$ cat config.mk
export PLATFORM = sky130hd
export DESIGN_NAME = tpc_ram
export DESIGN_NICKNAME = d
export VERILOG_FILES = /design/src/sv/trie_prefix_count_engine_core_macros.svh /design/src/sv/tpc_ram.sv
export SDC_FILE = /design/constraint.sdc
export NUM_CORES = 1
export LEC_CHECK = 0
export BUFFER_PORTS_ARGS = -buffer_cell sky130_fd_sc_hd__buf_2
export CAP_MARGIN = 30
export CORE_MARGIN = 2
export CORE_UTILIZATION = 59
export DETAILED_ROUTE_END_ITERATION = 8
export HOLD_SLACK_MARGIN = 0.02
export PLACE_DENSITY = 0.78
export SLEW_MARGIN = 20
export SYNTH_ARGS = -nofsm -noshare
export SYNTH_HDL_FRONTEND = slang
export SYNTH_SLANG_ARGS = --single-unit
$ cat constraint.sdc
create_clock -name clk -period 4.16 [get_ports clk]
set_input_delay 0.624 -clock clk [delete_from_list [all_inputs] [get_ports clk]]
set_output_delay 0.624 -clock clk [all_outputs]
set_load 0.02 [all_outputs]
$ cat src/sv/trie_prefix_count_engine_core_macros.svh
// Assertion macros for the trie prefix count engine.
// Needs a clock named clk and an active-low reset named rst_n in the using module.
`ifndef TRIE_PREFIX_COUNT_ENGINE_CORE_MACROS_SVH
`define TRIE_PREFIX_COUNT_ENGINE_CORE_MACROS_SVH

// Condition implies consequence in the same cycle.
`define TPC_ASSERT_SAME(label, cond, cons, msg) \
  label: assert property (@(posedge clk) disable iff (!rst_n) (cond) |-> (cons)) \
    else $error(msg);

// Condition implies consequence in the next cycle.
`define TPC_ASSERT_NEXT(label, cond, cons, msg) \
  label: assert property (@(posedge clk) disable iff (!rst_n) (cond) |=> (cons)) \
    else $error(msg);

`endif

$ cat src/sv/tpc_ram.sv
// Generic single-write, single-read synchronous RAM with registered read data.
// No dependencies.
module tpc_ram #(
  parameter int WIDTH = 8,
  parameter int DEPTH = 16
) (
  input  logic                     clk,
  input  logic                     we,
  input  logic [$clog2(DEPTH)-1:0] waddr,
  input  logic [WIDTH-1:0]         wdata,
  input  logic [$clog2(DEPTH)-1:0] raddr,
  output logic [WIDTH-1:0]         rdata
);

  logic [WIDTH-1:0] mem [DEPTH];

  always_ff @(posedge clk) begin
    if (we) begin
      mem[waddr] <= wdata;
    end
    rdata <= mem[raddr];
  end

endmodule

# Word-level counts from Yosys, hierarchy flattened

Memory sizes are Yosys's and may differ from the RTL's. A register that Yosys moved wholly into a read port is not among the register bits.
Index checks and enable logic that the tools add are counted.

Multiplexer cells: 2

Operators with widths:

| cell             | number |
|---|---|
| 2-to-1 mux 1 bit | 2 |

Bits in registers: 0
Bits in writable memories: 128
Input bits: 18
Output and inout port bits: 8
Word-level logic and storage cells: 3
Memories: 1

Memory list:

| name | depth | width | read ports | clocked after memory_dff | write ports | line          | RTL |
|---|---|---|---|---|---|---|---|
| mem  | 16    | 8     | 1          | 1                        | 1           | tpc_ram.sv:15 | `logic [WIDTH-1:0] mem [DEPTH];` |

# Depth between registers and ports, before layout

Gate-level depths: netlist of the first run.

Word-level depth: 2
Gate-level depth with buffers: 5
Mapped depth without buffers: 3

# Worst setup path before layout of the first run

No wires, ideal clock.

Kind: input to register
Start: input waddr[2]
End: memory mem[0][0], enable pin
Library setup time: 0.383 ns
Arrival time: 1.734 ns
Data required time: 3.777 ns
Slack: 2.043 ns
Stages: 2
Path buffers: 0
Path through: or3b_2 -> nor3_1

RTL lines:

| what            | line          | RTL |
|---|---|---|
| start, declared | tpc_ram.sv:9  | `input logic [$clog2(DEPTH)-1:0] waddr,` |
| end, declared   | tpc_ram.sv:15 |  |

Straight into the memory's write port.

==> results of run 1 <==
path summary, 6_finish.rpt:
| path | start | end | slack, ps | cells past startpoint |
|---|---|---|---|---|
| worst max-delay path | raddr[0] | rdata[1] | 2250 | 5 |
| worst max register to register | mem[2][1] | rdata[1] | 2760 | 3 |
| worst min register to register | mem[12][5] | rdata[5] | 670 | 3 |
| worst min-delay path | wdata[7] | mem[5][7] | 500 | 1 |
power groups by stage:
stage	Clock [mW]	Combinational, mW	Sequential, mW
floorplan	0	0.0778	1.58
global placement	0	0.139	1.57
detailed placement	0	0.146	1.57
CTS	1.49	0.147	1.54
global route	1.55	0.156	1.54
finish	1.47	0.146	1.54
per-layer routing:
| layer | global-route usage | part of all wire | vias to the layer above |
|---|---|---|---|
| met1 | 0.299 | 0.39 | 1188 |
| met4 | 0.0662 | 0.013 | 0 |
| li1 | - | - | 1049 |
| met3 | 0.0683 | 0.083 | 11 |
| met2 | 0.349 | 0.51 | 121 |
| met5 | 0 | 0 | - |
state kept, by name (all words and copies together), names as in the netlist:
| signal | count |
|---|---|
| mem | 128 |
| rdata | 8 |
final cells by class:
class                           count  area share
Timing Repair Buffer               29      0.0293
Sequential cell                   136       0.671
Multi-Input combinational cell     83       0.178
Clock buffer                       18      0.0700
Tap cell                          108      0.0226
Clock inverter                     14      0.0295
cells in the final DEF (no fill, tap or decap), drive strengths merged:
cell type,n
clkinvlp,2
nand2,9
inv,1
clkinv,8
nor2,13
nand2b,2
clkbuf,18
a22oi,16
and2,1
mux4,32
nor3,4
edfxtp,128
and2b,1
nand3b,2
nor2b,1
or3b,1
dfxtp,8
nand3,1
bufinv,3
buf,29
kinds of logic (layout without fill, tap and decap cells):
logic type | after synthesis | count (layout) | share of synthesized area
flops | 136 | 136 | 0.778
simple gates | 35 | 35 | 0.0318
buf+inv | 10 | 61 | 0.0168
mux | 32 | 32 | 0.150
compound gates | 16 | 16 | 0.0233
==> results list, run 1 <==
- PwrDens: 529 nW/um^2
* Slew margin rel.: 0.358
- Clock root cell: sky130_fd_sc_hd__clkbuf_8
- Largest driver fanout on the critical path: 17
- Before antenna repair, the detailed router went through 4 iterations.
* Effective utilization at floorplan: 0.599
- Num rows: 34
* Register bit total from synthesis: 136
- Area of combinational cells with multiple inputs: 1060 sq um
* Share of power burned in combinational logic: 0.046
- Once layout is complete, the cells apart from fillers number 388.
- Of the total power, the share spent switching nets is 0.207.
- The largest individual stage delay along the critical path comes from the cell sky130_fd_sc_hd__mux4_1.
* Wire length of the first global-routing pass: 14,700 microns
- STA classifies the critical path endpoint as a register.
- Across every metal layer, demand over resource in global routing totals 0.220.
- Setup slack after placement: 1710 ps
- Detailed Route Iter0 Violations: 299
* Total setup buffers inserted after CTS: 0
- Counting distinct cell types in the post-synthesis netlist gives 19.
- In this run the worst hold path is classified as in -> reg.
- Of the total power, registers draw 0.488.
- Core region area: 8590 sq um
- In this run the remaining antenna-violating nets after routing total 0.
- The mapped netlist covers 5150 sq um.
- Async set or reset register ratio after synthesis: 0
- Leading area contributor after synthesis: sky130_fd_sc_hd__edfxtp_1
* Worst Path Required: 4560 ps
- Clock Skews: 10.1 ps
* Final setup TNS: 0 ps
- Synth Warn #: 0
* Bufs and invs on worst path: 2
- Count of placed standard cells including taps: 356
* Finished layout cell area: 5970 sq um
- Run status: complete, no violations
- The wire-length estimate of the detail-placed layout is 5720 microns.
* Chip width: 97.4 microns
- By area the synthesized netlist is led by sky130_fd_sc_hd__edfxtp_1, sky130_fd_sc_hd__mux4_2, sky130_fd_sc_hd__mux4_1.
* Combined flip-flop and latch cell area: 4000 sq um
- From synthesis to final layout, the design area changed by 16.0%.
- For this design the top-level I/O count stands at 26.
- At the worst endpoint, the arrival time is 2310 ps.
- CTS Buffer Depth: 2
- Buffers inserted to repair hold after CTS numbered 0.
- Total wirelength of the detailed-routed design: 9500 microns
- Initial antenna violation count: 0
* Number of gates given a new drive strength after cts: 0
- After global routing the overflow that remains totals 0.
- The share of synthesized area in the top cell type comes to 0.747.
* Sequential area share after synthesis: 0.778
* Number of enable flip-flop cells after synthesis: 128
- Nets: 285
- TritonCTS built the clock tree.
- Placement-stage cell area: 5380 sq um
- Entering global routing, the biggest net connects 33 pins.
- Summing over every cut layer, the via total after detailed routing is 2,369.
- DRC errors left: 0
- Final count of hold timing violations: 0
- The most used flip-flop cell after synthesis is sky130_fd_sc_hd__edfxtp_1.
* Critical path launch point type: primary input
- Hold timing on the final database bottoms out at a slack of 503 ps.
* Switching Power: 0.654 mW
* Post-detailed-route wirelength per cell: 24.5 microns
- Maximum level of the CTS H-tree: 4
- Among cell families on the critical path, the largest total delay comes from buffers and inverters.
- Share of the clock period used by the worst path: 0.460
- For the worst-skew pair, the clock arrives at the later sink with an insertion delay of 510 ps.
- The final count of pins violating max slew was 0.
- The floorplan step defined a die boundary enclosing 9490 sq um.
* Internal power summed over all cells: 2.51 mW
* Number of fill cells: 508
- Each instance of the synthesized netlist takes up on average 22.5 sq um.
- Setup violations remaining at the end of the flow were counted as 0.
- In the post-synthesis netlist, the cell with the most instances is sky130_fd_sc_hd__edfxtp_1.
- Counting the buffers created by CTS gives 17.
- The smallest clock period supported by the final layout is computed as 1910 ps.
- Max-cap violations in this run came to 0.
- IR drop worst, VDD: 0.236 mV
- Critical path, cell by cell: buf_2 -> buf_16 -> mux4_1 -> a22oi_1 -> nand2_1
- In this run the static leakage power is 2.01 nW.
* Crit path largest cell delay: 580 ps
- Buffers placed on the I/O ports in this run total 25.
- RSZ-0062 raised after global routing: false
* Detail-routed via count per cell: 6.11
- The number of antenna diodes in the final layout is 0.
- Top cells by count, synth: sky130_fd_sc_hd__edfxtp_1, sky130_fd_sc_hd__mux4_2, sky130_fd_sc_hd__a22oi_1
* Post-Syn Nets: 247
- Worst slew pin tran: 959 ps
- Number of sinks on the clock net: 136
- Derived from the worst setup path, the maximum achievable clock frequency is 523 MHz.
- The cell count after synthesis came out at 229.
* Fraction of layout cells with a size suffix above 1: 0.286
- The design draws 3.16 mW.
- After layout, the worst setup slack is 2250 ps.
* Global placement routability congestion: 0.718
- Measured on the finished design, the core utilization comes to 0.695.
- Die span in y: 97.4 microns
* Critical Setup Path Class: in -> reg
- Of the total power, the clock network draws 0.466.
* CTS clock-pin slew for the worst setup and hold paths: 70 ps
* Number of global-route vias before repair: 2,523
Power figures use the tool's default switching activity.
==> run 2: changes to the inputs <==
- clock period: 4.16 -> 1.8 ns (I/O delays scaled with it)
==> run 2 against run 1 <==
  * Core utilization up 1.3 points
  * Via count up 2.0%
  * Sequential cell count unchanged
  * Sequential power up 130%
  * Register-to-register slack worse by 2300 ps
  * Clock-buffer cell count up 1
  * Global-route usage down 0.28 points
  * Critical endpoint is now rdata[5]
  * Largest cell class unchanged
  * Highest routed layer unchanged
==> results list, run 2 (synthesized netlist as in run 1, its figures left out) <==
- Largest driver fanout on the critical path: 1 (-16)
- Hold Path Stages: 1 (unchanged)
- Maximum clock frequency: 734 MHz
* DRC errors left: 0 (unchanged)
- The critical path is of the reg -> reg type.
- Area enclosed by the die boundary: 9490 sq um (unchanged)
- The number of buffers inserted for hold repair after clock tree synthesis is 0 (unchanged).
- Antenna Nets Post-Route: 0 (unchanged)
* Endpoint of the worst hold-timing path: mem[6][7]
* Number of non-filler instances in the completed layout: 407 (+4.9%)
- Met1 capacity usage during global routing: 0.279 (-0.0203)
- The sequential cell fraction of total power came to 0.508 (+0.020).
* Count of pins on the block boundary: 26 (unchanged)
* Worst R2R End: rdata[5]
* Total setup buffers inserted after CTS: 0 (unchanged)
- Share of power burned in combinational logic: 0.051 (+0.005)
* Core region area: 8590 sq um (unchanged)
* Worst EP arrival: 1750 ps (-560 ps)
- Effective utilization at floorplan: 0.599 (unchanged)
* Post-detailed-route wirelength per cell: 23.3 microns (-4.7%)
- The fill cell total of the finished layout is 507 (-0.20%).
* Minimum clock period: 1360 ps
- The switching power as a share of total power is 0.212 (+0.00462).
- Chip width: 97.4 microns (unchanged)
* Detail-routed via count per cell: 5.94 (-2.8%)
* Wire length of the first global-routing pass: 14,600 microns (-0.47%)
* Final setup vio count: 0 (unchanged)
* Slew margin rel.: 0.730 (+0.371)
- The maximum number of buffers from clock root to sink is 2 (unchanged).
- The clock latency on the worst-skew pair is 500 ps (about the same).
- The maximum ir drop on the vdd rail was 0.726 mV (+210%).
- Number of max-slew violations in the final report: 0 (unchanged)
- Largest Register: mem
- TritonCTS built the clock tree.
- Share of the clock period used by the worst path: 0.757
- The tree is rooted in a sky130_fd_sc_hd__clkbuf_8.
- Number of antenna repair diodes: 0 (unchanged)
* CTS clock-pin slew for the worst setup and hold paths: 60 ps (about the same)
* Switching Power: 1.48 mW (+130%)
* Detailed Route Iter0 Violations: 200 (-33%)
* Nets: 304 (+6.7%)
- The power per cell area was 1150 nW/um^2 (+120%).
- Number of global-route vias before repair: 2,543 (+0.79%)
- Setup slack, reg-to-reg: 440 ps (-2320 ps)
* Global Route met2 Usage: 0.350 (+0.00159)
- The footprint of the multi-input gates was 1060 sq um (-0.47%).
- The area growth from synthesis to layout is 18.1%.
- RSZ-0062 raised after global routing: false
- Critical path launch point type: register
- The overall power of the completed layout came to 7.01 mW (+120%).
* Hold path start: wdata[7]
- The leakage power summed over all cells was 2.07 nW (+3.0%).
- Die span in y: 97.4 microns (unchanged)
- Largest registers: mem: 128 flops, rdata: 8 flops
- The cell depth of the worst flop-to-flop path came to 3 (unchanged).
* Detailed-routing iteration count for the pre-antenna-repair pass: 4 (unchanged)
* Class of the most critical hold timing path: in -> reg
- Combined flip-flop and latch cell area: 4000 sq um (unchanged)
- Initial antenna violation count: 0 (unchanged)
- The global-route usage over all layers came to 0.217 (-0.00282).
* Most frequent standard cell in the layout excluding fill and tap cells: sky130_fd_sc_hd__edfxtp_1
* Clock share of power: 0.442 (-0.024)
- M3 GR Usage: 0.0547 (-0.0137)
- The actual slew at the worst max-slew pin is 406 ps (-553 ps).
- The flow ran to the end, and the final reports show no timing, DRC or antenna violations.
- Via count: 2,416 (+2.0%)
* Total wirelength of the detailed-routed design: 9490 microns (about the same)
- The number of buffers created by CTS was 17 (unchanged).
- Num rows: 34 (unchanged)
- Maximum number of pins on one net before global-route repair: 27 (-18%)
- Count of placed standard cells including taps: 375 (+5.3%)
- The max-cap violation count was 0 (unchanged).
- Dpl hpwl: 5820 microns (+1.8%)
- Worst reg2reg startpoint: mem[1][5]
- The data required time at the worst endpoint is 2190 ps (-2370 ps).
* CP endpoint kind: register
- Internal power summed over all cells: 5.53 mW (+120%)
- Final setup TNS: 0 ps (unchanged)
- GRT Max-Usage Layer: met2
* Global placement routability congestion: 0.776 (+8.0%)
* Overall overflow remaining after global route: 0 (unchanged)
- In the layout the commonest cells are sky130_fd_sc_hd__edfxtp_1, sky130_fd_sc_hd__buf_2, sky130_fd_sc_hd__buf_4, sky130_fd_sc_hd__mux4_2.
- The flip-flop count of the largest register, all copies and words added came to 128 (unchanged).
- Number of gates given a new drive strength after cts: 0 (unchanged)
* Final count of hold timing violations: 0 (unchanged)
* Number of sinks on the clock net: 136 (unchanged)
- Clock Skews: 8.14 ps (-2.00 ps)
- Fraction of layout cells with a size suffix above 1: 0.324 (+0.0387)
- The depth of the CTS H-tree is 4 (unchanged).
- The number of I/O port buffers came to 25 (unchanged).
run 2: changes by cell type in the layout (fill, tap and decap cells not counted):
cell                         delta
sky130_fd_sc_hd__nor3_1         +1
sky130_fd_sc_hd__clkinv_4       -4
sky130_fd_sc_hd__bufinv_16      -2
sky130_fd_sc_hd__buf_12         +3
sky130_fd_sc_hd__inv_6          +1
sky130_fd_sc_hd__nor3_2         -1
sky130_fd_sc_hd__buf_16         -1
sky130_fd_sc_hd__buf_4         +17
sky130_fd_sc_hd__clkinvlp_4     +6
sky130_fd_sc_hd__clkbuf_1       +1
sky130_fd_sc_hd__clkinv_2       -2
run 2: critical path, cell delays in order (launching register included):
cell                       delay, ps
sky130_fd_sc_hd__edfxtp_1        370
sky130_fd_sc_hd__mux4_1          510
sky130_fd_sc_hd__a22oi_1         300
sky130_fd_sc_hd__nand2_1          80
run 2: worst max path at each step:
stage / startpoint / endpoint / slack [ps] / cells past startpoint
CTS: mem[1][5] / rdata[5] / 430 / 3
floorplan: waddr[2] / mem[0][0] / 40 / 2
finish: mem[1][5] / rdata[5] / 440 / 3
global placement: raddr[0] / rdata[5] / 150 / 5
global route: mem[1][3] / rdata[3] / 320 / 3
detailed placement: raddr[0] / rdata[5] / 130 / 5
run 2: power by group through the flow:
| stage | logic (mW) | clock network [mW] | registers, mW |
|---|---|---|---|
| final | 0.355 | 3.10 | 3.56 |
| after global routing | 0.381 | 3.28 | 3.56 |
| after CTS | 0.360 | 3.15 | 3.56 |
| after detailed placement | 0.355 | 0 | 3.63 |
| after global placement | 0.348 | 0 | 3.62 |
| after floorplan | 0.180 | 0 | 3.65 |
run 2: cell type report:
type                       instances  area share
clock buffer                      19      0.0694
timing repair buffer              48      0.0552
sequential                       136       0.659
multi-input combinational         83       0.174
clock inverter                    13      0.0206
tap                              108      0.0222
run 2: metrics by stage:
step	instance area, sq um	utilization	worst slack (ps)	hold WS, ps
detailed placement	5530	0.644	128	667
global route	6080	0.707	321	137
finish	6080	0.707	438	152
global placement	5530	0.644	149	653
floorplan	5150	-	37.1	369
CTS	6080	0.707	430	131
run 2: layer usage:
| layer | part of all wire | vias to the layer above |
|---|---|---|
| met5 | 0 | - |
| met4 | 0.010 | 0 |
| met3 | 0.060 | 6 |
| met2 | 0.53 | 91 |
| met1 | 0.40 | 1227 |
| li1 | - | 1092 |
